[config.mk]
export PLATFORM = sky130hd
export DESIGN_NAME = fade_hold_rotator
export DESIGN_NICKNAME = d
export VERILOG_FILES = /design/src/rtl/core/fhr_pkg.sv /design/src/rtl/core/fade_hold_rotator.sv /design/src/rtl/core/fhr_front.sv /design/src/rtl/core/fhr_queue.sv /design/src/rtl/core/fhr_back.sv
export SDC_FILE = /design/constraint.sdc
export NUM_CORES = 1
export LEC_CHECK = 0
export BUFFER_PORTS_ARGS = -buffer_cell sky130_fd_sc_hd__buf_2
export CAP_MARGIN = 20
export CORE_MARGIN = 1.5
export CORE_UTILIZATION = 57
export DETAILED_ROUTE_END_ITERATION = 8
export GPL_TIMING_DRIVEN = 0
export PLACE_DENSITY = 0.78
export SYNTH_ARGS = -nofsm -noshare
export SYNTH_HDL_FRONTEND = slang
export SYNTH_SLANG_ARGS = --single-unit
export TNS_END_PERCENT = 100
[constraint.sdc]
create_clock -name i_clk -period 8.4 [get_ports i_clk]
set_input_delay 0.84 -clock i_clk [delete_from_list [all_inputs] [get_ports i_clk]]
set_output_delay 0.84 -clock i_clk [all_outputs]
set_load 0.01 [all_outputs]
[src/rtl/core/fhr_pkg.sv]
`default_nettype none

package fhr_pkg;

    localparam int QUEUE_DEPTH = 2;

    localparam logic [1:0] CFG_FADE = 2'd0;
    localparam logic [1:0] CFG_HOLD = 2'd1;
    localparam logic [1:0] CFG_MASK = 2'd2;

    localparam logic [7:0] FULL_ALPHA = 8'd255;

    typedef logic [1:0] t_kind;

    localparam t_kind KIND_ZERO = 2'd0;
    localparam t_kind KIND_FULL = 2'd1;
    localparam t_kind KIND_UP   = 2'd2;
    localparam t_kind KIND_DOWN = 2'd3;

    typedef struct packed {
        logic [15:0] fade;
        logic [15:0] hold;
        logic [2:0]  mask;
    } t_cfg;

    typedef struct packed {
        t_kind       kind;
        logic [15:0] x;
        logic [1:0]  code;
        logic        active;
    } t_job;

endpackage

`default_nettype wire

[src/rtl/core/fade_hold_rotator.sv]
`default_nettype none

// Rotates through the display items enabled in item_mask and gives a fade
// level for each millisecond tick: ramp up over fade_time, full for hold_time,
// ramp down over fade_time, then the next enabled item. The front end takes
// one tick per cycle while the queue is not full, updates the rotation state
// and queues a job in a two-entry queue; the back end scales the phase time
// by 255 and divides by fade_time in an 8-step restoring divider. The back
// end pops a job only when idle: a fade tick goes through the divide state
// and then the done state, any other tick straight to the done state, and
// the result is registered to the output. Write configuration only while no
// tick is in flight; o_cfg_ready is always high.
module fade_hold_rotator (
    input  wire logic        i_clk,
    input  wire logic        i_rst_n,
    input  wire logic        i_valid,
    output logic             o_ready,
    input  wire logic [31:0] i_now_ms,
    output logic             o_valid,
    input  wire logic        i_ready,
    output logic [7:0]       o_alpha,
    output logic             o_animating,
    output logic [1:0]       o_item_code,
    output logic             o_active,
    input  wire logic        i_cfg_valid,
    output logic             o_cfg_ready,
    input  wire logic [1:0]  i_cfg_index,
    input  wire logic [15:0] i_cfg_data
);
    import fhr_pkg::*;

    t_cfg       r_cfg;
    t_job       push_job;
    t_job       head_job;
    logic       push;
    logic       pop;
    logic       q_full;
    logic       q_empty;
    logic [1:0] q_level;

    assign o_cfg_ready = 1'b1;

    always_ff @(posedge i_clk) begin
        if (!i_rst_n) begin
            r_cfg.fade <= 16'd500;
            r_cfg.hold <= 16'd3000;
            r_cfg.mask <= 3'd7;
        end else if (i_cfg_valid) begin
            unique case (i_cfg_index)
                CFG_FADE: r_cfg.fade <= i_cfg_data;
                CFG_HOLD: r_cfg.hold <= i_cfg_data;
                CFG_MASK: r_cfg.mask <= i_cfg_data[2:0];
                default:  r_cfg <= r_cfg;
            endcase
        end
    end

    fhr_front u_front (
        .i_clk    (i_clk),
        .i_rst_n  (i_rst_n),
        .i_valid  (i_valid),
        .o_ready  (o_ready),
        .i_now_ms (i_now_ms),
        .i_cfg    (r_cfg),
        .i_full   (q_full),
        .o_push   (push),
        .o_job    (push_job)
    );

    fhr_queue u_queue (
        .i_clk   (i_clk),
        .i_rst_n (i_rst_n),
        .i_push  (push),
        .i_job   (push_job),
        .i_pop   (pop),
        .o_job   (head_job),
        .o_full  (q_full),
        .o_empty (q_empty),
        .o_level (q_level)
    );

    fhr_back u_back (
        .i_clk       (i_clk),
        .i_rst_n     (i_rst_n),
        .i_job       (head_job),
        .i_empty     (q_empty),
        .o_pop       (pop),
        .i_fade      (r_cfg.fade),
        .o_valid     (o_valid),
        .i_ready     (i_ready),
        .o_alpha     (o_alpha),
        .o_animating (o_animating),
        .o_item_code (o_item_code),
        .o_active    (o_active)
    );

    a_inactive_blank: assert property (@(posedge i_clk) disable iff (!i_rst_n)
        (o_valid && !o_active) |-> (o_alpha == 8'd0 && !o_animating && o_item_code == 2'd0))
        else $error("inactive item not blank");

    a_item_enabled: assert property (@(posedge i_clk) disable iff (!i_rst_n)
        (o_valid && o_active) |-> ((o_item_code == 2'd0 && r_cfg.mask[0]) ||
                                   (o_item_code == 2'd1 && r_cfg.mask[1]) ||
                                   (o_item_code == 2'd2 && r_cfg.mask[2])))
        else $error("shown item not enabled");

    a_no_overflow: assert property (@(posedge i_clk) disable iff (!i_rst_n)
        (i_valid && o_ready) |-> (q_level != 2'(QUEUE_DEPTH)))
        else $error("tick accepted into full queue");

endmodule

`default_nettype wire

[src/rtl/core/fhr_front.sv]
`default_nettype none

module fhr_front (
    input  wire logic          i_clk,
    input  wire logic          i_rst_n,
    input  wire logic          i_valid,
    output logic               o_ready,
    input  wire logic [31:0]   i_now_ms,
    input  wire fhr_pkg::t_cfg i_cfg,
    input  wire logic          i_full,
    output logic               o_push,
    output fhr_pkg::t_job      o_job
);
    import fhr_pkg::*;

    logic        r_started;
    logic [31:0] r_cycle_start;
    logic [1:0]  r_shown;

    logic [1:0]  count;
    logic [1:0]  pos;
    logic [1:0]  n_shown;
    logic [17:0] cycle;
    logic [16:0] fade_hold;
    logic [31:0] diff;
    logic        adv;
    logic        restart;
    logic [17:0] e;
    logic [17:0] e_down;
    logic        accept;

    function automatic logic [1:0] item_at(input logic [2:0] mask, input logic [1:0] p);
        logic [1:0] seen;
        logic [1:0] res;
        logic       found;
        seen  = 2'd0;
        res   = 2'd0;
        found = 1'b0;
        for (int b = 0; b < 3; b++) begin
            if (mask[b] && !found) begin
                if (seen == p) begin
                    res   = 2'(b);
                    found = 1'b1;
                end
                seen = seen + 2'd1;
            end
        end
        return res;
    endfunction

    assign count     = {1'b0, i_cfg.mask[0]} + {1'b0, i_cfg.mask[1]} + {1'b0, i_cfg.mask[2]};
    assign pos       = (r_shown < count) ? r_shown : 2'd0;
    assign cycle     = {1'b0, i_cfg.fade, 1'b0} + {2'b00, i_cfg.hold};
    assign fade_hold = {1'b0, i_cfg.fade} + {1'b0, i_cfg.hold};
    assign diff      = i_now_ms - r_cycle_start;
    assign adv       = r_started && (diff >= {14'd0, cycle});
    assign restart   = !r_started || adv;
    assign n_shown   = !adv ? pos : ((pos + 2'd1 == count) ? 2'd0 : pos + 2'd1);
    assign e         = restart ? 18'd0 : diff[17:0];
    assign e_down    = e - {1'b0, fade_hold};

    assign o_ready = !i_full;
    assign accept  = i_valid && !i_full;
    assign o_push  = accept;

    always_comb begin
        o_job.kind   = KIND_ZERO;
        o_job.x      = 16'd0;
        o_job.code   = 2'd0;
        o_job.active = 1'b0;
        if (count != 2'd0) begin
            o_job.active = 1'b1;
            o_job.code   = item_at(i_cfg.mask, n_shown);
            priority if (e < {2'b00, i_cfg.fade}) begin
                o_job.kind = KIND_UP;
                o_job.x    = e[15:0];
            end else if (e < {1'b0, fade_hold}) begin
                o_job.kind = KIND_FULL;
            end else if (e < cycle) begin
                o_job.kind = KIND_DOWN;
                o_job.x    = e_down[15:0];
            end else begin
                o_job.kind = KIND_ZERO;
            end
        end
    end

    always_ff @(posedge i_clk) begin
        if (!i_rst_n) begin
            r_started     <= 1'b0;
            r_cycle_start <= 32'd0;
            r_shown       <= 2'd0;
        end else if (accept && count != 2'd0) begin
            r_started <= 1'b1;
            r_shown   <= n_shown;
            if (restart) begin
                r_cycle_start <= i_now_ms;
            end
        end
    end

endmodule

`default_nettype wire

[src/rtl/core/fhr_queue.sv]
`default_nettype none

module fhr_queue (
    input  wire logic          i_clk,
    input  wire logic          i_rst_n,
    input  wire logic          i_push,
    input  wire fhr_pkg::t_job i_job,
    input  wire logic          i_pop,
    output fhr_pkg::t_job      o_job,
    output logic               o_full,
    output logic               o_empty,
    output logic [1:0]         o_level
);
    import fhr_pkg::*;

    t_job       r_slot [QUEUE_DEPTH];
    logic       r_wr_ptr;
    logic       r_rd_ptr;
    logic [1:0] r_level;

    assign o_job   = r_slot[r_rd_ptr];
    assign o_full  = (r_level == 2'(QUEUE_DEPTH));
    assign o_empty = (r_level == 2'd0);
    assign o_level = r_level;

    always_ff @(posedge i_clk) begin
        if (i_push) begin
            r_slot[r_wr_ptr] <= i_job;
        end
    end

    always_ff @(posedge i_clk) begin
        if (!i_rst_n) begin
            r_wr_ptr <= 1'b0;
            r_rd_ptr <= 1'b0;
            r_level  <= 2'd0;
        end else begin
            if (i_push) begin
                r_wr_ptr <= !r_wr_ptr;
            end
            if (i_pop) begin
                r_rd_ptr <= !r_rd_ptr;
            end
            unique case ({i_push, i_pop})
                2'b10:   r_level <= r_level + 2'd1;
                2'b01:   r_level <= r_level - 2'd1;
                default: r_level <= r_level;
            endcase
        end
    end

endmodule

`default_nettype wire

[src/rtl/core/fhr_back.sv]
`default_nettype none

module fhr_back (
    input  wire logic          i_clk,
    input  wire logic          i_rst_n,
    input  wire fhr_pkg::t_job i_job,
    input  wire logic          i_empty,
    output logic               o_pop,
    input  wire logic [15:0]   i_fade,
    output logic               o_valid,
    input  wire logic          i_ready,
    output logic [7:0]         o_alpha,
    output logic               o_animating,
    output logic [1:0]         o_item_code,
    output logic               o_active
);
    import fhr_pkg::*;

    localparam logic [1:0] S_IDLE = 2'd0;
    localparam logic [1:0] S_DIV  = 2'd1;
    localparam logic [1:0] S_DONE = 2'd2;

    logic [1:0]  r_state;
    logic [2:0]  r_cnt;
    logic [15:0] r_rem;
    logic [7:0]  r_low;
    logic [7:0]  r_quo;
    t_kind       r_kind;
    logic [1:0]  r_code;
    logic        r_active;
    logic        r_valid;
    logic [7:0]  r_alpha;
    logic        r_anim;
    logic [1:0]  r_item;
    logic        r_act_out;

    logic [23:0] scaled;
    logic [16:0] trial;
    logic [16:0] trial_sub;
    logic        ge;
    logic        slot_free;
    logic [7:0]  n_alpha;

    assign scaled    = {i_job.x, 8'd0} - {8'd0, i_job.x};
    assign trial     = {r_rem, r_low[7]};
    assign trial_sub = trial - {1'b0, i_fade};
    assign ge        = (trial >= {1'b0, i_fade});
    assign slot_free = !r_valid || i_ready;
    assign o_pop     = (r_state == S_IDLE) && !i_empty;

    always_comb begin
        unique case (r_kind)
            KIND_ZERO: n_alpha = 8'd0;
            KIND_FULL: n_alpha = FULL_ALPHA;
            KIND_UP:   n_alpha = r_quo;
            KIND_DOWN: n_alpha = FULL_ALPHA - r_quo;
        endcase
    end

    always_ff @(posedge i_clk) begin
        if (o_pop) begin
            r_kind   <= i_job.kind;
            r_code   <= i_job.code;
            r_active <= i_job.active;
            r_rem    <= scaled[23:8];
            r_low    <= scaled[7:0];
            r_quo    <= 8'd0;
        end else if (r_state == S_DIV) begin
            r_rem <= ge ? trial_sub[15:0] : trial[15:0];
            r_low <= {r_low[6:0], 1'b0};
            r_quo <= {r_quo[6:0], ge};
        end
        if (r_state == S_DONE && slot_free) begin
            r_alpha   <= n_alpha;
            r_anim    <= (r_kind == KIND_UP) || (r_kind == KIND_DOWN);
            r_item    <= r_code;
            r_act_out <= r_active;
        end
    end

    always_ff @(posedge i_clk) begin
        if (!i_rst_n) begin
            r_state <= S_IDLE;
            r_cnt   <= 3'd0;
            r_valid <= 1'b0;
        end else begin
            if (r_state == S_DONE && slot_free) begin
                r_valid <= 1'b1;
            end else if (r_valid && i_ready) begin
                r_valid <= 1'b0;
            end
            unique case (r_state)
                S_IDLE: begin
                    if (o_pop) begin
                        r_cnt   <= 3'd0;
                        r_state <= (i_job.kind == KIND_UP || i_job.kind == KIND_DOWN)
                                   ? S_DIV : S_DONE;
                    end
                end
                S_DIV: begin
                    r_cnt <= r_cnt + 3'd1;
                    if (r_cnt == 3'd7) begin
                        r_state <= S_DONE;
                    end
                end
                S_DONE: begin
                    if (slot_free) begin
                        r_state <= S_IDLE;
                    end
                end
                default: r_state <= S_IDLE;
            endcase
        end
    end

    assign o_valid     = r_valid;
    assign o_alpha     = r_alpha;
    assign o_animating = r_anim;
    assign o_item_code = r_item;
    assign o_active    = r_act_out;

endmodule

`default_nettype wire

==> impl_metrics.tcl <==
set metrics [dict create \
    avgSynthCellArea_um2 8.716 \
    whs_path_depth 0 \
    worst-path-max-fanout 8 \
    clock_sink_count 172 \
    tightest_slew_ns 1.153 \
    fillers 2004 \
    clk_transition_reported_paths_ns 0.08 \
    cts_tree "yes" \
    top_usage_layer "met2" \
    synth_edf_count 83 \
    fmax_mhz 121.9 \
    area_delta_synth_final_pct 12.06 \
    final_max_slew_viol_count 0 \
    crit_family "compound AO/OA/AOI/OAI gates" \
    holdCritStartpoint "u_back.r_active" \
    hold_buffers 0 \
    place.port_buffers 67 \
    place_congestion 0.9522 \
    r2r_slack_ns 0.20 \
    relSlewSlack 0.2253 \
    hold_path_class "flip-flop to flip-flop" \
    die_height_um 161.2 \
    core_um2 24460 \
    slowest_stage "o41ai_4" \
    drt_wl_total_mm 38.50 \
    cp.arrival_ns 8.39 \
    synth.distinct_cells 99 \
    ir_drop_mv 0.1706 \
    rows 57 \
    async_flop_share 0 \
    wire_per_inst_um 18.49 \
    slowest_delay_ns 0.37 \
    power_w 0.003953 \
    power_density_nw_per_um2 247.4 \
    cts_buffer_depth 2 \
    drive_gt1_frac 0.1303 \
    met3_usage 0.03903 \
    grt_overflow_total 0 \
    crit_required_ns 8.59 \
    grt_pass1_wl_mm 61.13 \
    first_pass_iters 5 \
    setup.worst_path.class "flip-flop to flip-flop" \
    route.vias.total 12780 \
    skew_ns 0.02215 \
    synth_top_area_frac 0.1748 \
    h-tree-depth 4 \
    synth_top_area_cell "edfxtp_1" \
    gr-usage-met2 0.4937 \
    min_period_ns 8.202 \
    finalSetupViolations 0 \
    reg2regPathDepth 38 \
    cts_made_buffers 17 \
    io_pins 70 \
    end_kind "flip-flop" \
    drcViolationCount 0 \
    p_leak_nw 6.764 \
    synth_area_um2 14260 \
    grt.total_usage 0.2951 \
    fin_setup_tns_ns 0 \
    final_util 0.6532 \
    ys_ff_latch 172 \
    clkLatencyLatePin_ns 0.46 \
    whs_endpoint "u_back.o_active" \
    timing.rr.start "r_cfg[5]" \
    status "finished clean" \
    syn_inst 1636 \
    grt_pass1_vias 11970 \
    synth.yosys.seq_area_share 0.2997 \
    place_area_um2 15020 \
    cts-root-buf "clkbuf_16" \
    die_x_um 161.2 \
    worst-path-buf-inv 3 \
    diodes 0 \
    synth_ff_type "dfxtp_1" \
    ys_warn_count 0 \
    grt_max_degree 25 \
    fin_nets 1964 \
    ant_nets 0 \
    design_area_um2 15980 \
    antenna_found_initial 0 \
    die_area_um2 25980 \
    grtUsageMet1 0.3816 \
    yosys-top-cells-area "edfxtp_1, ha_1, dfxtp_1, nand2_1, xnor2_1" \
    max_cap_violations 0 \
    hold_violations 0 \
    first_iter_violations 1183 \
    fin_crit_sh 0.9764 \
    hpwlAfterDp_mm 29.54 \
    start_util 0.5829 \
    start_kind "flip-flop" \
    synth_fp_nets 1855 \
    avgViaCountPerCell 6.137 \
    timing.rr.end "u_queue.r_slot[1][13]" \
]
==> layer usage <==
metal	wire length, um	share of wire
met5	0	0
met4	1545	0.040
met3	2409	0.063
met2	17930	0.47
met1	16620	0.43
==> Yosys cell counts (5+ instances only) <==
cell	instances
clkbuf_1	36
nand3_1	42
buf_2	9
a21oi_2	5
nor2_1	85
ha_1	158
buf_4	7
o31ai_1	7
and3_1	16
xor2_1	25
nand3b_1	7
a22o_1	5
a21boi_0	28
dfxtp_1	89
fa_1	6
o2111ai_1	5
o21bai_1	21
and2_1	30
nand4_1	19
nand2_1	176
edfxtp_1	83
or3_1	16
xnor2_1	63
mux2i_1	55
o211ai_1	17
a31oi_1	13
inv_1	104
o21ai_0	78
nor3_1	39
nor4_1	9
nor2b_1	52
a31o_2	6
a211oi_1	12
mux2_2	11
o21a_1	25
a21o_1	46
or2_2	5
a21oi_1	109
nand2b_1	12
==> repair_timing <==
| action | 4_1_cts | 5_1_grt |
|---|---|---|
| endpoints found under the hold margin | 0 | 0 |
| resized for setup | 21 | 27 |
| endpoints found under the setup margin | 36 | 36 |
| pin swaps | 1 | 21 |
| cloned | 0 | 1 |
| setup buffers | 4 | 17 |
==> through the flow <==
step                setup WS, ns  instances  hold WS [ns]
global placement          -1.367       2027        0.4024
detailed placement        -1.293       2028        0.4115
CTS                      0.01354       2064        0.4296
finish                    0.1981       2082        0.4267
floorplan                 0.4887       1636        0.4003
global route             -0.1055       2082        0.4326
==> area by class of cell <==
cell class	count	area, um2	area share
tap	324	405.4	0.02537
clock inverter	15	206.4	0.01292
inverter	106	397.9	0.02490
multi-input combinational	1300	9447	0.5912
timing repair buffer	90	515.5	0.03226
clock buffer	17	425.4	0.02662
buffer	58	300.3	0.01879
sequential	172	4282	0.2680
==> cell families (layout without fill, tap and decap cells) <==
logic type,after synthesis,count (layout),share of synthesized area
multiplexers,66,66,0.04729
AO/OA/AOI/OAI,444,444,0.2123
buffers and inverters,164,286,0.04826
flip-flops,172,172,0.2997
other,1,1,0.0002630
adder cells (fa/ha/maj),164,164,0.1471
XOR/XNOR,89,89,0.05519
AND/OR/NAND/NOR,536,536,0.1899
==> worst register-to-register path, delay by kind of cell (launching register included) <==
kind / cells / cell delay (ns)
AO/OA/AOI/OAI: 19 / 4.28
adder cells (fa/ha/maj): 3 / 0.79
buffers and inverters: 3 / 0.48
flip-flops: 1 / 0.36
multiplexers: 1 / 0.18
AND/OR/NAND/NOR: 12 / 1.89
==> flip-flops by register name (all words and copies together) (netlist names), 2 cells and up, named ones only <==
register,cells
u_queue.r_slot,42
r_cfg,35
u_front.r_cycle_start,32
u_back.r_rem,16
u_back.o_alpha,8
u_back.r_low,8
u_back.r_quo,8
u_back.r_cnt,3
u_back.o_item_code,2
u_back.r_code,2
u_back.r_kind,2
u_back.r_state,2
u_front.r_shown,2
u_queue.o_level,2
==> cells in the final DEF, fill, tap and decap left out, drive strengths merged, types with 29 or more instances in the layout <==
master  instances
o21ai          82
nor2           86
ha            158
nand3          42
a21oi         115
clkbuf         54
inv           112
a21boi         29
edfxtp         83
nor3           41
mux2i          55
buf           110
nand2         176
nor2b          52
and2           30
dfxtp          89
a21o           47
xnor2          63
==> report_power, final <==
part           switching (W)  internal (W)  total [W]  leakage (nW)
registers          0.0000870       0.00114    0.00123          1.50
clock network       0.000431      0.000413   0.000844         0.304
logic                0.00114      0.000734    0.00188          4.96
total                0.00166       0.00229    0.00395          6.76
==> how the worst max path moves through the flow <==
| stage | start | end | depth (start not counted) |
|---|---|---|---|
| CTS | r_cfg[5] | u_queue.r_slot[1][13] | 38 |
| detailed placement | r_cfg[20] | u_queue.r_slot[1][15] | 38 |
| floorplan | r_cfg[20] | u_queue.r_slot[0][11] | 38 |
| global placement | r_cfg[20] | u_queue.r_slot[1][15] | 38 |
| global route | r_cfg[5] | u_queue.r_slot[0][13] | 38 |
| finish | r_cfg[5] | u_queue.r_slot[1][13] | 38 |
(Power assumes the default switching activity.)
